## config.mk

```make
export PLATFORM = sky130hd
export DESIGN_NAME = range_reverse_buffer_flat
export DESIGN_NICKNAME = d
export VERILOG_FILES = /design/src/rtl/core/rrb_pkg.sv /design/src/rtl/core/rrb_req_if.sv /design/src/rtl/core/rrb_rsp_if.sv /design/src/rtl/core/rrb_ram.sv /design/src/rtl/core/rrb_ctrl.sv /design/src/rtl/core/rrb_datapath.sv /design/src/rtl/core/range_reverse_buffer.sv /design/src/flat_wrapper.sv
export VERILOG_INCLUDE_DIRS = /design/src /design/src/rtl/core
export SDC_FILE = /design/constraint.sdc
export NUM_CORES = 1
export LEC_CHECK = 0
export ABC_AREA = 1
export BUFFER_PORTS_ARGS = -buffer_cell sky130_fd_sc_hd__buf_2
export CAP_MARGIN = 25
export CORE_MARGIN = 4
export CORE_UTILIZATION = 35
export DETAILED_ROUTE_END_ITERATION = 6
export GPL_TIMING_DRIVEN = 0
export SLEW_MARGIN = 25
export SYNTH_ARGS = -nofsm -noshare
export SYNTH_HDL_FRONTEND = slang
export SYNTH_SLANG_ARGS = --single-unit
```

## constraint.sdc

```tcl
create_clock -name clock -period 3.1 [get_ports clock]
set_input_delay 0.62 -clock clock [delete_from_list [all_inputs] [get_ports clock]]
set_output_delay 0.62 -clock clock [all_outputs]
set_load 0.01 [all_outputs]
```

## src/rtl/core/range_reverse_buffer_defines.svh

```systemverilog
// Assertion macros for the range reverse buffer.
// Every use samples the clock of the block; RRB_ASSERT also uses its reset.
`ifndef RANGE_REVERSE_BUFFER_DEFINES_SVH
`define RANGE_REVERSE_BUFFER_DEFINES_SVH
`ifndef SYNTH
`define RRB_ASSERT(label, prop) \
   label: assert property (@(posedge clock) disable iff (reset) prop) \
      else $error("rrb assertion failed");
`define RRB_ASSERT_NR(label, prop) \
   label: assert property (@(posedge clock) prop) \
      else $error("rrb assertion failed");
`else
`define RRB_ASSERT(label, prop)
`define RRB_ASSERT_NR(label, prop)
`endif
`endif

```

## src/rtl/core/rrb_pkg.sv

```systemverilog
`timescale 1ns / 1ps
package rrb_pkg;

   localparam int CMD_W  = 2;
   localparam int CHAR_W = 8;
   localparam int IDX_W  = 6;
   localparam int LEN_W  = 7;

   localparam logic STAT_DONE = 1'b0;
   localparam logic STAT_ERR  = 1'b1;

   typedef enum logic [CMD_W-1:0] {
      CMD_CLEAR   = 2'd0,
      CMD_APPEND  = 2'd1,
      CMD_REVERSE = 2'd2,
      CMD_READ    = 2'd3
   } cmd_type;

   typedef struct packed {
      logic [CMD_W-1:0]  cmd;
      logic [CHAR_W-1:0] char_in;
      logic [IDX_W-1:0]  range_start;
      logic [IDX_W-1:0]  range_end;
   } req_word_type;

   typedef struct packed {
      logic              status;
      logic [CHAR_W-1:0] char_out;
      logic [LEN_W-1:0]  fill_length;
   } rsp_word_type;

   typedef enum logic [2:0] {
      ST_IDLE,
      ST_DECODE,
      ST_RD_WAIT,
      ST_RD_LO,
      ST_RD_HI,
      ST_WR_LO,
      ST_WR_HI,
      ST_FINISH
   } ctrl_state_type;

   typedef struct packed {
      logic load_req;
      logic decode;
      logic capture_char;
      logic rd_lo;
      logic rd_hi;
      logic wr_lo;
      logic wr_hi;
      logic load_rsp;
   } ctrl_cmd_type;

   typedef struct packed {
      cmd_type cmd;
      logic    err;
      logic    pair_left;
      logic    pair_more;
   } dp_status_type;

endpackage

```

## src/rtl/core/rrb_req_if.sv

```systemverilog
`timescale 1ns / 1ps
interface rrb_req_if;
   import rrb_pkg::*;

   logic         valid;
   logic         ready;
   req_word_type data;

   modport source (output valid, output data, input ready);
   modport sink   (input valid, input data, output ready);
endinterface

```

## src/rtl/core/rrb_rsp_if.sv

```systemverilog
`timescale 1ns / 1ps
interface rrb_rsp_if;
   import rrb_pkg::*;

   logic         valid;
   logic         ready;
   rsp_word_type data;

   modport source (output valid, output data, input ready);
   modport sink   (input valid, input data, output ready);
endinterface

```

## src/rtl/core/rrb_ram.sv

```systemverilog
`timescale 1ns / 1ps
module rrb_ram #(
   parameter int WIDTH = 8,
   parameter int DEPTH = 64,
   localparam int AW = (DEPTH > 1) ? $clog2(DEPTH) : 1
) (
   input  logic             clock,
   input  logic             we,
   input  logic [AW-1:0]    waddr,
   input  logic [WIDTH-1:0] wdata,
   input  logic [AW-1:0]    raddr,
   output logic [WIDTH-1:0] rd_data_ff
);

   logic [WIDTH-1:0] mem_ff [DEPTH];

   always_ff @(posedge clock) begin
      if (we) begin
         mem_ff[waddr] <= wdata;
      end
      rd_data_ff <= mem_ff[raddr];
   end

endmodule

```

## src/rtl/core/rrb_ctrl.sv

```systemverilog
`timescale 1ns / 1ps
module rrb_ctrl (
   input  logic                  clock,
   input  logic                  reset,
   input  logic                  req_valid,
   output logic                  req_ready,
   output logic                  rsp_valid,
   input  logic                  rsp_ready,
   input  rrb_pkg::dp_status_type dp_status,
   output rrb_pkg::ctrl_cmd_type  ctrl_cmd
);
   import rrb_pkg::*;

   ctrl_state_type state_ff, state_in;
   logic           rsp_valid_ff, rsp_valid_in;
   logic           slot_free;

   assign slot_free = !rsp_valid_ff || rsp_ready;
   assign rsp_valid = rsp_valid_ff;

   always_ff @(posedge clock) begin
      if (reset) begin
         state_ff     <= ST_IDLE;
         rsp_valid_ff <= 1'b0;
      end else begin
         state_ff     <= state_in;
         rsp_valid_ff <= rsp_valid_in;
      end
   end

   always_comb begin
      state_in     = state_ff;
      ctrl_cmd     = '0;
      req_ready    = 1'b0;
      rsp_valid_in = rsp_valid_ff && !rsp_ready;
      case (state_ff)
         ST_IDLE: begin
            req_ready = 1'b1;
            if (req_valid) begin
               ctrl_cmd.load_req = 1'b1;
               state_in          = ST_DECODE;
            end
         end
         ST_DECODE: begin
            ctrl_cmd.decode = 1'b1;
            if (dp_status.cmd == CMD_READ && !dp_status.err) begin
               state_in = ST_RD_WAIT;
            end else if (dp_status.cmd == CMD_REVERSE && !dp_status.err &&
                         dp_status.pair_left) begin
               state_in = ST_RD_LO;
            end else begin
               state_in = ST_FINISH;
            end
         end
         ST_RD_WAIT: begin
            ctrl_cmd.capture_char = 1'b1;
            state_in              = ST_FINISH;
         end
         ST_RD_LO: begin
            ctrl_cmd.rd_lo = 1'b1;
            state_in       = ST_RD_HI;
         end
         ST_RD_HI: begin
            ctrl_cmd.rd_hi = 1'b1;
            state_in       = ST_WR_LO;
         end
         ST_WR_LO: begin
            ctrl_cmd.wr_lo = 1'b1;
            state_in       = ST_WR_HI;
         end
         ST_WR_HI: begin
            ctrl_cmd.wr_hi = 1'b1;
            state_in       = dp_status.pair_more ? ST_RD_LO : ST_FINISH;
         end
         ST_FINISH: begin
            if (slot_free) begin
               ctrl_cmd.load_rsp = 1'b1;
               rsp_valid_in      = 1'b1;
               state_in          = ST_IDLE;
            end
         end
         default: begin
            state_in = ST_IDLE;
         end
      endcase
   end

endmodule

```

## src/rtl/core/rrb_datapath.sv

```systemverilog
`timescale 1ns / 1ps
module rrb_datapath #(
   parameter int DEPTH = 64
) (
   input  logic                  clock,
   input  logic                  reset,
   input  rrb_pkg::ctrl_cmd_type  ctrl_cmd,
   input  rrb_pkg::req_word_type  req_word,
   output rrb_pkg::dp_status_type dp_status,
   output rrb_pkg::rsp_word_type  rsp_word
);
   import rrb_pkg::*;

   localparam int AW  = (DEPTH > 1) ? $clog2(DEPTH) : 1;
   localparam int CW  = $clog2(DEPTH + 1);
   localparam int IW  = (CW > IDX_W) ? CW : IDX_W;
   localparam int IW1 = IW + 1;
   localparam int XW  = (CW > LEN_W) ? CW : LEN_W;

   cmd_type           cmd_ff, cmd_in;
   logic [CHAR_W-1:0] ch_ff, ch_in;
   logic [IW-1:0]     lo_ff, lo_in, hi_ff, hi_in;
   logic [CW-1:0]     count_ff, count_in;
   logic [CHAR_W-1:0] tmp_ff, tmp_in;
   logic              status_ff, status_in;
   logic [CHAR_W-1:0] rd_char_ff, rd_char_in;
   rsp_word_type      rsp_ff, rsp_in;

   logic [IW-1:0]     count_w;
   logic [XW-1:0]     count_x;
   logic              lo_oob, hi_oob, full, err;
   logic              append_ok;

   logic              we;
   logic [AW-1:0]     waddr, raddr;
   logic [CHAR_W-1:0] wdata, rd_data;

   assign count_w = IW'(count_ff);
   assign count_x = XW'(count_ff);
   assign lo_oob  = lo_ff >= count_w;
   assign hi_oob  = hi_ff >= count_w;
   assign full    = count_ff == CW'(DEPTH);

   always_comb begin
      case (cmd_ff)
         CMD_CLEAR:   err = STAT_DONE;
         CMD_APPEND:  err = full;
         CMD_REVERSE: err = lo_oob || hi_oob;
         default:     err = lo_oob;
      endcase
   end

   assign append_ok = ctrl_cmd.decode && cmd_ff == CMD_APPEND && !err;

   assign dp_status.cmd       = cmd_ff;
   assign dp_status.err       = err;
   assign dp_status.pair_left = lo_ff < hi_ff;
   // true when the pair after the current one still has lo below hi
   assign dp_status.pair_more = ({1'b0, lo_ff} + IW1'(2)) < {1'b0, hi_ff};

   assign raddr = ctrl_cmd.rd_hi ? hi_ff[AW-1:0] : lo_ff[AW-1:0];
   assign we    = append_ok || ctrl_cmd.wr_lo || ctrl_cmd.wr_hi;

   always_comb begin
      if (ctrl_cmd.wr_hi) begin
         waddr = hi_ff[AW-1:0];
         wdata = tmp_ff;
      end else if (ctrl_cmd.wr_lo) begin
         waddr = lo_ff[AW-1:0];
         wdata = rd_data;
      end else begin
         waddr = count_ff[AW-1:0];
         wdata = ch_ff;
      end
   end

   rrb_ram #(
      .WIDTH (CHAR_W),
      .DEPTH (DEPTH)
   ) u_store (
      .clock      (clock),
      .we         (we),
      .waddr      (waddr),
      .wdata      (wdata),
      .raddr      (raddr),
      .rd_data_ff (rd_data)
   );

   always_comb begin
      cmd_in     = cmd_ff;
      ch_in      = ch_ff;
      lo_in      = lo_ff;
      hi_in      = hi_ff;
      count_in   = count_ff;
      tmp_in     = tmp_ff;
      status_in  = status_ff;
      rd_char_in = rd_char_ff;
      rsp_in     = rsp_ff;
      if (ctrl_cmd.load_req) begin
         cmd_in = cmd_type'(req_word.cmd);
         ch_in  = req_word.char_in;
         lo_in  = IW'(req_word.range_start);
         hi_in  = IW'(req_word.range_end);
      end
      if (ctrl_cmd.decode) begin
         status_in  = err;
         rd_char_in = '0;
         if (cmd_ff == CMD_CLEAR) begin
            count_in = '0;
         end else if (append_ok) begin
            count_in = count_ff + CW'(1);
         end
      end
      if (ctrl_cmd.capture_char) begin
         rd_char_in = rd_data;
      end
      if (ctrl_cmd.rd_hi) begin
         tmp_in = rd_data;
      end
      if (ctrl_cmd.wr_hi) begin
         lo_in = lo_ff + IW'(1);
         hi_in = hi_ff - IW'(1);
      end
      if (ctrl_cmd.load_rsp) begin
         rsp_in.status      = status_ff;
         rsp_in.char_out    = rd_char_ff;
         rsp_in.fill_length = count_x[LEN_W-1:0];
      end
   end

   always_ff @(posedge clock) begin
      if (reset) begin
         count_ff <= '0;
      end else begin
         count_ff <= count_in;
      end
   end

   always_ff @(posedge clock) begin
      cmd_ff     <= cmd_in;
      ch_ff      <= ch_in;
      lo_ff      <= lo_in;
      hi_ff      <= hi_in;
      tmp_ff     <= tmp_in;
      status_ff  <= status_in;
      rd_char_ff <= rd_char_in;
      rsp_ff     <= rsp_in;
   end

   assign rsp_word = rsp_ff;

endmodule

```

## src/rtl/core/range_reverse_buffer.sv

```systemverilog
// Range reverse buffer: a byte store of DEPTH entries plus its fill length.
// req_chan carries one command word: clear, append char_in, reverse the
// inclusive range range_start..range_end in place, or read at range_start.
// rsp_chan returns one word per command: status (1 on full buffer or an
// index at or beyond the fill length), char_out (read data, else zero) and
// fill_length after the command.
// Clear, append and errors go from decode to the finish state; a read passes
// one wait state first; a reverse runs read low, read high, write low, write
// high per pair (pairs = (end - start + 1) / 2, at most DEPTH / 2). The store
// has one read and one write port, so each pair costs two reads and two writes.
// One command is worked at a time; a new word is accepted the cycle after
// the previous result is loaded into the output register.
// A result the receiver has not taken stays in the output register; the next
// command still runs and waits only at its end for that register to free.
// Reset empties the buffer (fill length zero) and drops any pending result;
// store contents are left as they are and are never read before rewritten.
`timescale 1ns / 1ps
`include "range_reverse_buffer_defines.svh"
module range_reverse_buffer #(
   parameter int DEPTH = 64
) (
   input logic         clock,
   input logic         reset,
   rrb_req_if.sink     req_chan,
   rrb_rsp_if.source   rsp_chan
);
   import rrb_pkg::*;

   ctrl_cmd_type  ctrl_cmd;
   dp_status_type dp_status;

   rrb_ctrl u_ctrl (
      .clock     (clock),
      .reset     (reset),
      .req_valid (req_chan.valid),
      .req_ready (req_chan.ready),
      .rsp_valid (rsp_chan.valid),
      .rsp_ready (rsp_chan.ready),
      .dp_status (dp_status),
      .ctrl_cmd  (ctrl_cmd)
   );

   rrb_datapath #(
      .DEPTH (DEPTH)
   ) u_datapath (
      .clock     (clock),
      .reset     (reset),
      .ctrl_cmd  (ctrl_cmd),
      .req_word  (req_chan.data),
      .dp_status (dp_status),
      .rsp_word  (rsp_chan.data)
   );

   `RRB_ASSERT(a_decode_after_accept, req_chan.valid && req_chan.ready |=> ctrl_cmd.decode)
   `RRB_ASSERT(a_swap_write_pair, ctrl_cmd.wr_lo |=> ctrl_cmd.wr_hi)
   `RRB_ASSERT(a_one_step, $onehot0(ctrl_cmd))
   `RRB_ASSERT(a_err_no_char, rsp_chan.valid && rsp_chan.data.status == STAT_ERR |-> rsp_chan.data.char_out == '0)

endmodule

```

## src/flat_wrapper.sv

```systemverilog
// flat-port wrapper written by rule: the top's interface ports become plain ports
module range_reverse_buffer_flat import rrb_pkg::*;
#(
   parameter int DEPTH = 64
)
  (clock, reset, req_chan_valid, req_chan_data, req_chan_ready, rsp_chan_valid, rsp_chan_data, rsp_chan_ready);
  rrb_req_if req_chan_i ();
  rrb_rsp_if rsp_chan_i ();
  input logic clock;
  input logic reset;
  input wire logic [$bits(req_chan_i.valid)-1:0] req_chan_valid;
  input wire logic [$bits(req_chan_i.data)-1:0] req_chan_data;
  output wire logic [$bits(req_chan_i.ready)-1:0] req_chan_ready;
  output wire logic [$bits(rsp_chan_i.valid)-1:0] rsp_chan_valid;
  output wire logic [$bits(rsp_chan_i.data)-1:0] rsp_chan_data;
  input wire logic [$bits(rsp_chan_i.ready)-1:0] rsp_chan_ready;
  assign req_chan_i.valid = req_chan_valid;
  assign req_chan_i.data = req_chan_data;
  assign req_chan_ready = req_chan_i.ready;
  assign rsp_chan_valid = rsp_chan_i.valid;
  assign rsp_chan_data = rsp_chan_i.data;
  assign rsp_chan_i.ready = rsp_chan_ready;
  range_reverse_buffer #(.DEPTH(DEPTH)) u_core (.clock(clock), .reset(reset), .req_chan(req_chan_i), .rsp_chan(rsp_chan_i));
endmodule
```

* After elaboration in Yosys (flattened, before gate mapping)
Memories as Yosys holds them, arrays and structs flattened. A register that Yosys moved wholly into a read port is not among the register bits. Cells that the tools add are included.
Word-level totals: bits in writable memories 512, bits of input ports 26, logic and storage cells 89, memories 1, bits in registers 68, output and inout port bits 18
Memories:
- u_core.u_datapath.u_store.mem_ff | words 64, width 8, read ports 1, clocked after Yosys merged registers in 1, wr ports 1, line rrb_ram.sv:15 | logic [WIDTH-1:0] mem_ff [DEPTH];
Operators by class: $lt $le $gt $ge 4, multiplexer cells 34, reductions and logical operators 20, add/sub/neg operators 4, eq/ne operators 13
Operator list (count):
- 2-to-1 mux 7 bit | 6
- 2-to-1 mux 8 bit | 4
- case mux 3 bit (8 select lines) | 1
- 2-to-1 mux 6 bit | 3
- 2-to-1 mux 3 bit | 5
- adder 7 x 1 -> 7 bit, second input constant | 2
- greater-or-equal comparator 7 bit | 2
- 2-to-1 mux 1 bit | 14
- == test 3 bit, second input constant | 4
- adder 7 x 2 -> 8 bit, second input constant | 1
- less-than comparator 8 x 7 -> 1 bit | 1
- == test 7 bit, second input constant | 1
- less-than comparator 7 bit | 1
- subtractor 7 x 1 -> 7 bit, second input constant | 1
- == test 3 x 2 -> 1 bit, second input constant | 2
- logical AND 1 bit | 6
- nonzero test 2 bit | 3
- == test 2 bit, second input constant | 2
- logical OR 1 bit | 4
- inequality test 2 bit, second input constant | 2
- AND reduction 2 bit | 2
- == test 3 x 1 -> 1 bit, second input constant | 1
- logical NOT 1 bit | 3
- logical NOT 3 bit | 1
- other kinds (3) | 3

* Longest topological paths before layout
depth after elaboration 9, gate-level depth with buffers 15, mapped depth without buffers 15

* Hierarchy
Synthesis repeated with hierarchy kept, for this count alone.
Second synthesis, totals: cells, all modules 2243, area total of the unflattened synthesis 25253.0 sq um
By module, submodules not included:
- rrb_ram | area an instance 21339.2 sq um, sequential area each 15534.9 sq um, cells each 1805, instances 1
- rrb_datapath | area an instance 3599.7 sq um, sequential area each 1851.8 sq um, cells each 389, instances 1
- rrb_ctrl | area an instance 314.1 sq um, sequential area each 80.1 sq um, cells each 49, instances 1

* Least setup slack after synthesis
Ideal clock, no wire load.
path kind reg2reg, start point register u_core.u_ctrl.state_ff[2], end point memory u_core.u_datapath.u_store.mem_ff[0][0], data pin, period minus slack after synthesis 3.373 ns, required time 2.558 ns, arrival time 2.830 ns, library setup time 0.542 ns, slack -0.273 ns, path buffers 3, stages on the path, launching flop included 6, cell sequence dfxtp_1 -> buf_2 -> nand3_2 -> buf_2 -> buf_1 -> o211ai_1
On the way: word-level cells in the longest chain between the ends 4, elaborated cells between the ends (all ways) 6, those cells by class eq/ne: 2; mux: 4
RTL lines:
- start: declaration | line rrb_ctrl.sv:14 | ctrl_state_type state_ff, state_in;
- start signal: assignment | line rrb_ctrl.sv:26 | state_ff <= state_in;
- == test 3 bit | line rrb_ctrl.sv:36 | case (state_ff)
- 2-to-1 mux 1 bit | line rrb_ctrl.sv:36
- 2-to-1 mux 8 bit | line rrb_datapath.sv:68 | end else if (ctrl_cmd.wr_lo) begin
- 2-to-1 mux 8 bit (*) | line rrb_datapath.sv:65 | if (ctrl_cmd.wr_hi) begin
- net u_core.u_datapath.u_store.wdata[0] | line rrb_ram.sv:10 | input logic [WIDTH-1:0] wdata,
- end: declaration | line rrb_ram.sv:15
The timed path passes the listed nets; every way through them passes the cells marked *.

* Final worst setup path
start point register u_core.u_ctrl.state_ff[1], end point register u_core.u_datapath.u_store.rd_data_ff[2] (read register of u_core.u_datapath.u_store.mem_ff)
On the way: word-level cells in the longest chain between the ends 3
RTL lines:
- == test 3 bit | line rrb_ctrl.sv:36
- 2-to-1 mux 1 bit | line rrb_ctrl.sv:36
- 2-to-1 mux 6 bit | line rrb_datapath.sv:61 | assign raddr = ctrl_cmd.rd_hi ? hi_ff[AW-1:0] : lo_ff[AW-1:0];
- end: declaration | line rrb_ram.sv:12 | output logic [WIDTH-1:0] rd_data_ff
No other way between the ends. A chain may end at the register's enable or synchronous reset.

==> summary.txt <==
STA
  • RSZ-0062 raised after global routing: yes
  • Final hold violations: 0
  • Final setup vio count: 0
  • Slew HR: 39.8%
  • Highest clock rate: roughly 330 MHz
  • Setup TNS: 0 ps
  • Clock Skews: 34.3 ps
  • Hold_ws: 161 ps
  • Final period util: 97.7%
  • Worst slew pin tran: roughly 900 ps
  • Final Critical Period: 3030 ps
  • Final count of pins violating max slew: 0

Cells and area
  • Share of cells above drive strength 1: between 15 and 20%
  • Area growth syn-to-layout: 21.7%
  • Final Non-Filler Cells: roughly 4000
  • Fill cells: about 7000
  • Nets: roughly 3000
  • N_diodes: 0

Detailed routing
  • Remaining antenna violation count: 0
  • Via count: approximately 20000
  • Drt first pass iters: 6
  • Residual DRC count: 0
  • 1st-iter DRT viols: 2505
  • WL per Instance: 21.4 um
  • DR vias/cell: about 5.0
  • Routed wire length: 86.0 mm

Placement
  • Dpl cells: about 3800
  • Final Wtd Congestion: 0.936
  • DP Wirelength: 59.4 mm
  • I/O Buffers: 42

GRT
  • Pin count of the biggest net entering global routing: 20
  • Vias in the first global route: 18600
  • Initial antenna violation count: 0
  • First-pass GRT wire length: 124 mm
  • Overall Global Routing Usage: between 20% and 30%
  • Grt ovf: 0

Worst setup path
  • CP Max Fanout: 10
  • CP startpoint kind: flip-flop
  • Critical Path AT: 3520 ps
  • Endpoint class of the critical path: flip-flop
  • CP Class: reg -> reg
  • Critical Path RT: 3600 ps

Clock network
  • H-tree levels: 2
  • CTS Buf Count: 60
  • Root buffer cell: clkbuf_16
  • Clock buffer depth: 3
  • Clk sink count: 588
  • CTS clk-pin slew, worst paths: 60 ps
  • TritonCTS clock tree: done
  • Clk_lat worst skew: 660 ps

Synthesis
  • YS warnings: 0
  • Top post-synthesis cells by count: nand2_1 (590), edfxtp_1 (569), nand3_1 (569), inv_1 (543), nor2_1 (108)
  • Most common cell in the netlist: nand2_1
  • Asr flop ratio synth: 0%
  • Main flop type after synthesis: edfxtp_1
  • Synth unique cells: 37
  • Mapped cell area: about 0.027 mm2
  • Synth top area share: between 60% and 70%
  • Largest cells by area after synthesis: edfxtp_1 (64%), nand3_1 (11%), nand2_1 (8.2%)
  • Seq cells post-synth: approximately 600
  • Seq/Total Area, Yosys: approximately 65%
  • Avg Inst Size Synth: 10.1 um2
  • Area leader, netlist: edfxtp_1
  • Mapped Cells: 2673
  • Net Count, Synth: 2730
  • EDFF count, synth: 569

Power
  • Net Sw Power: 9370 uW
  • Comb power frac: 33.1%
  • Pleak: 0.0137 uW
  • Total power divided by cell area: approximately 770 mW/mm2
  • Clock share of power: 28.3%
  • Register share of total power: 38.6%
  • Peak VDD IR: 0.000471 V
  • Sw frac: between 30 and 40%
  • Int Pwr: around 16000 uW
  • Tot Pwr: 25200 uW

Floorplan
  • Die H: between 200 and 300 um
  • Initial core utilization: between 30 and 40%
  • IO Pins: 44
  • Die footprint: 0.0813 mm2
  • Core area: 0.0761 mm2
  • Std cell rows: approximately 100
  • Die width: between 200 and 300 um

Min path
  • Worst hold path class: in -> reg

Status
  • Status: finished clean

Run
  • Max Cap Violations: 0
sequential cells by signal, indices dropped and copies added (netlist names):
signal / flops
u_core.u_datapath.tmp_ff: 8
u_core.u_datapath.lo_ff: 7
u_core.u_datapath.cmd_ff: 2
u_core.u_datapath.rd_char_ff: 8
u_core.u_datapath.rsp_word: 16
u_core.u_datapath.u_store.mem_ff: 512
u_core.u_ctrl.state_ff: 3
u_core.u_datapath.count_ff: 7
u_core.u_ctrl.rsp_valid: 1
u_core.u_datapath.u_store.rd_data_ff: 8
u_core.u_datapath.hi_ff: 7
u_core.u_datapath.ch_ff: 8
u_core.u_datapath.status_ff: 1
critical path, cell delays in order (launching register included):
cell,delay (ps)
dfxtp_1,300
buf_6,140
nor2_8,160
nand2_8,90
buf_6,160
o21ai_2,430
inv_1,290
buf_1,470
nand3_1,230
nand3_1,160
nand3_1,290
nand2_1,150
worst paths after layout:
path	from	to	slack [ps]	depth (start not counted)
max	u_core.u_ctrl.state_ff[1]	u_core.u_datapath.u_store.rd_data_ff[2]	70	11
min	req_chan_data[14]	u_core.u_datapath.ch_ff[2]	160	1
max reg2reg	u_core.u_ctrl.state_ff[1]	u_core.u_datapath.u_store.rd_data_ff[2]	70	11
min reg2reg	u_core.u_datapath.rd_char_ff[2]	u_core.u_datapath.rsp_word[9]	420	0
power groups by stage:
stage	Sequential, uW	Clock (uW)	Combinational (uW)
CTS	9720	7180	7980
global placement	10100	0	7390
floorplan	9940	0	4340
detailed placement	9900	0	7780
global route	9740	7540	8840
finish	9720	7130	8320
cells by family after synthesis:
| family | Yosys count | synth area share (%) |
|---|---|---|
| simple gates | 1296 | 21.2 |
| buf+inv | 670 | 10.3 |
| flops | 588 | 64.9 |
| compound gates | 75 | 1.65 |
| fa+ha+maj | 31 | 1.44 |
| xor+xnor | 13 | 0.423 |
metrics by stage:
step           instance area [um2]  utilization [%]  setup slack (ps)
4_1_cts                      32200             42.3              -180
5_1_grt                      32700             43.0             -9.48
3_3_place_gp                 28400             37.4             -3490
2_1_floorplan                26900                -             -39.2
6_report                     32700             43.0              71.3
3_5_place_dp                 28900             38.0              -764
cells in the final DEF (no fill, tap or decap), drive strengths merged, types with 2 or more instances in the layout:
master    synthesis  layout
nand2           596     596
nand3           575     575
edfxtp          569     569
inv             548     548
buf             101     297
nor2            109     109
clkbuf           20      90
clkinv            1      34
ha               31      31
a21oi            26      26
o21ai            26      26
dfxtp            19      19
o211ai           15      15
xor2             10      10
nand4             8       8
bufinv            0       5
a31oi             5       5
xnor2             3       3
nor3              2       2
nor3b             2       2
clkinvlp          0       2
or2               2       2
timing repair:
| item | 4_1_cts | 5_1_grt |
|---|---|---|
| pin swaps | 42 | 17 |
| setup endpoints to repair | 571 | 526 |
| gates cloned | 0 | 0 |
| resized for setup | 115 | 35 |
| hold buffers | 0 | 0 |
| setup buffers | 60 | 23 |
final cells by class:
cell class	count	area [um2]	area share (%)
multi-input cells	1415	7270	22.2
inverters	549	2060	6.30
clock buffers	70	1560	4.77
repair buffers	197	1970	6.03
well taps	1030	1290	3.94
plain buffers	120	751	2.29
flip-flops and latches	588	17500	53.4
clock inverters	40	347	1.06
metal layers:
metal | up-vias | part of all wire (%) | track usage (%)
met3 | 207 | 10 | 4.17
met5 | - | 0 | 0.238
li1 | 9294 | - | -
met1 | 9497 | 40 | 27.6
met4 | 0 | 4.7 | 8.44
met2 | 1016 | 45 | 32.6
Note: power is estimated with default switching activity, not from simulation.
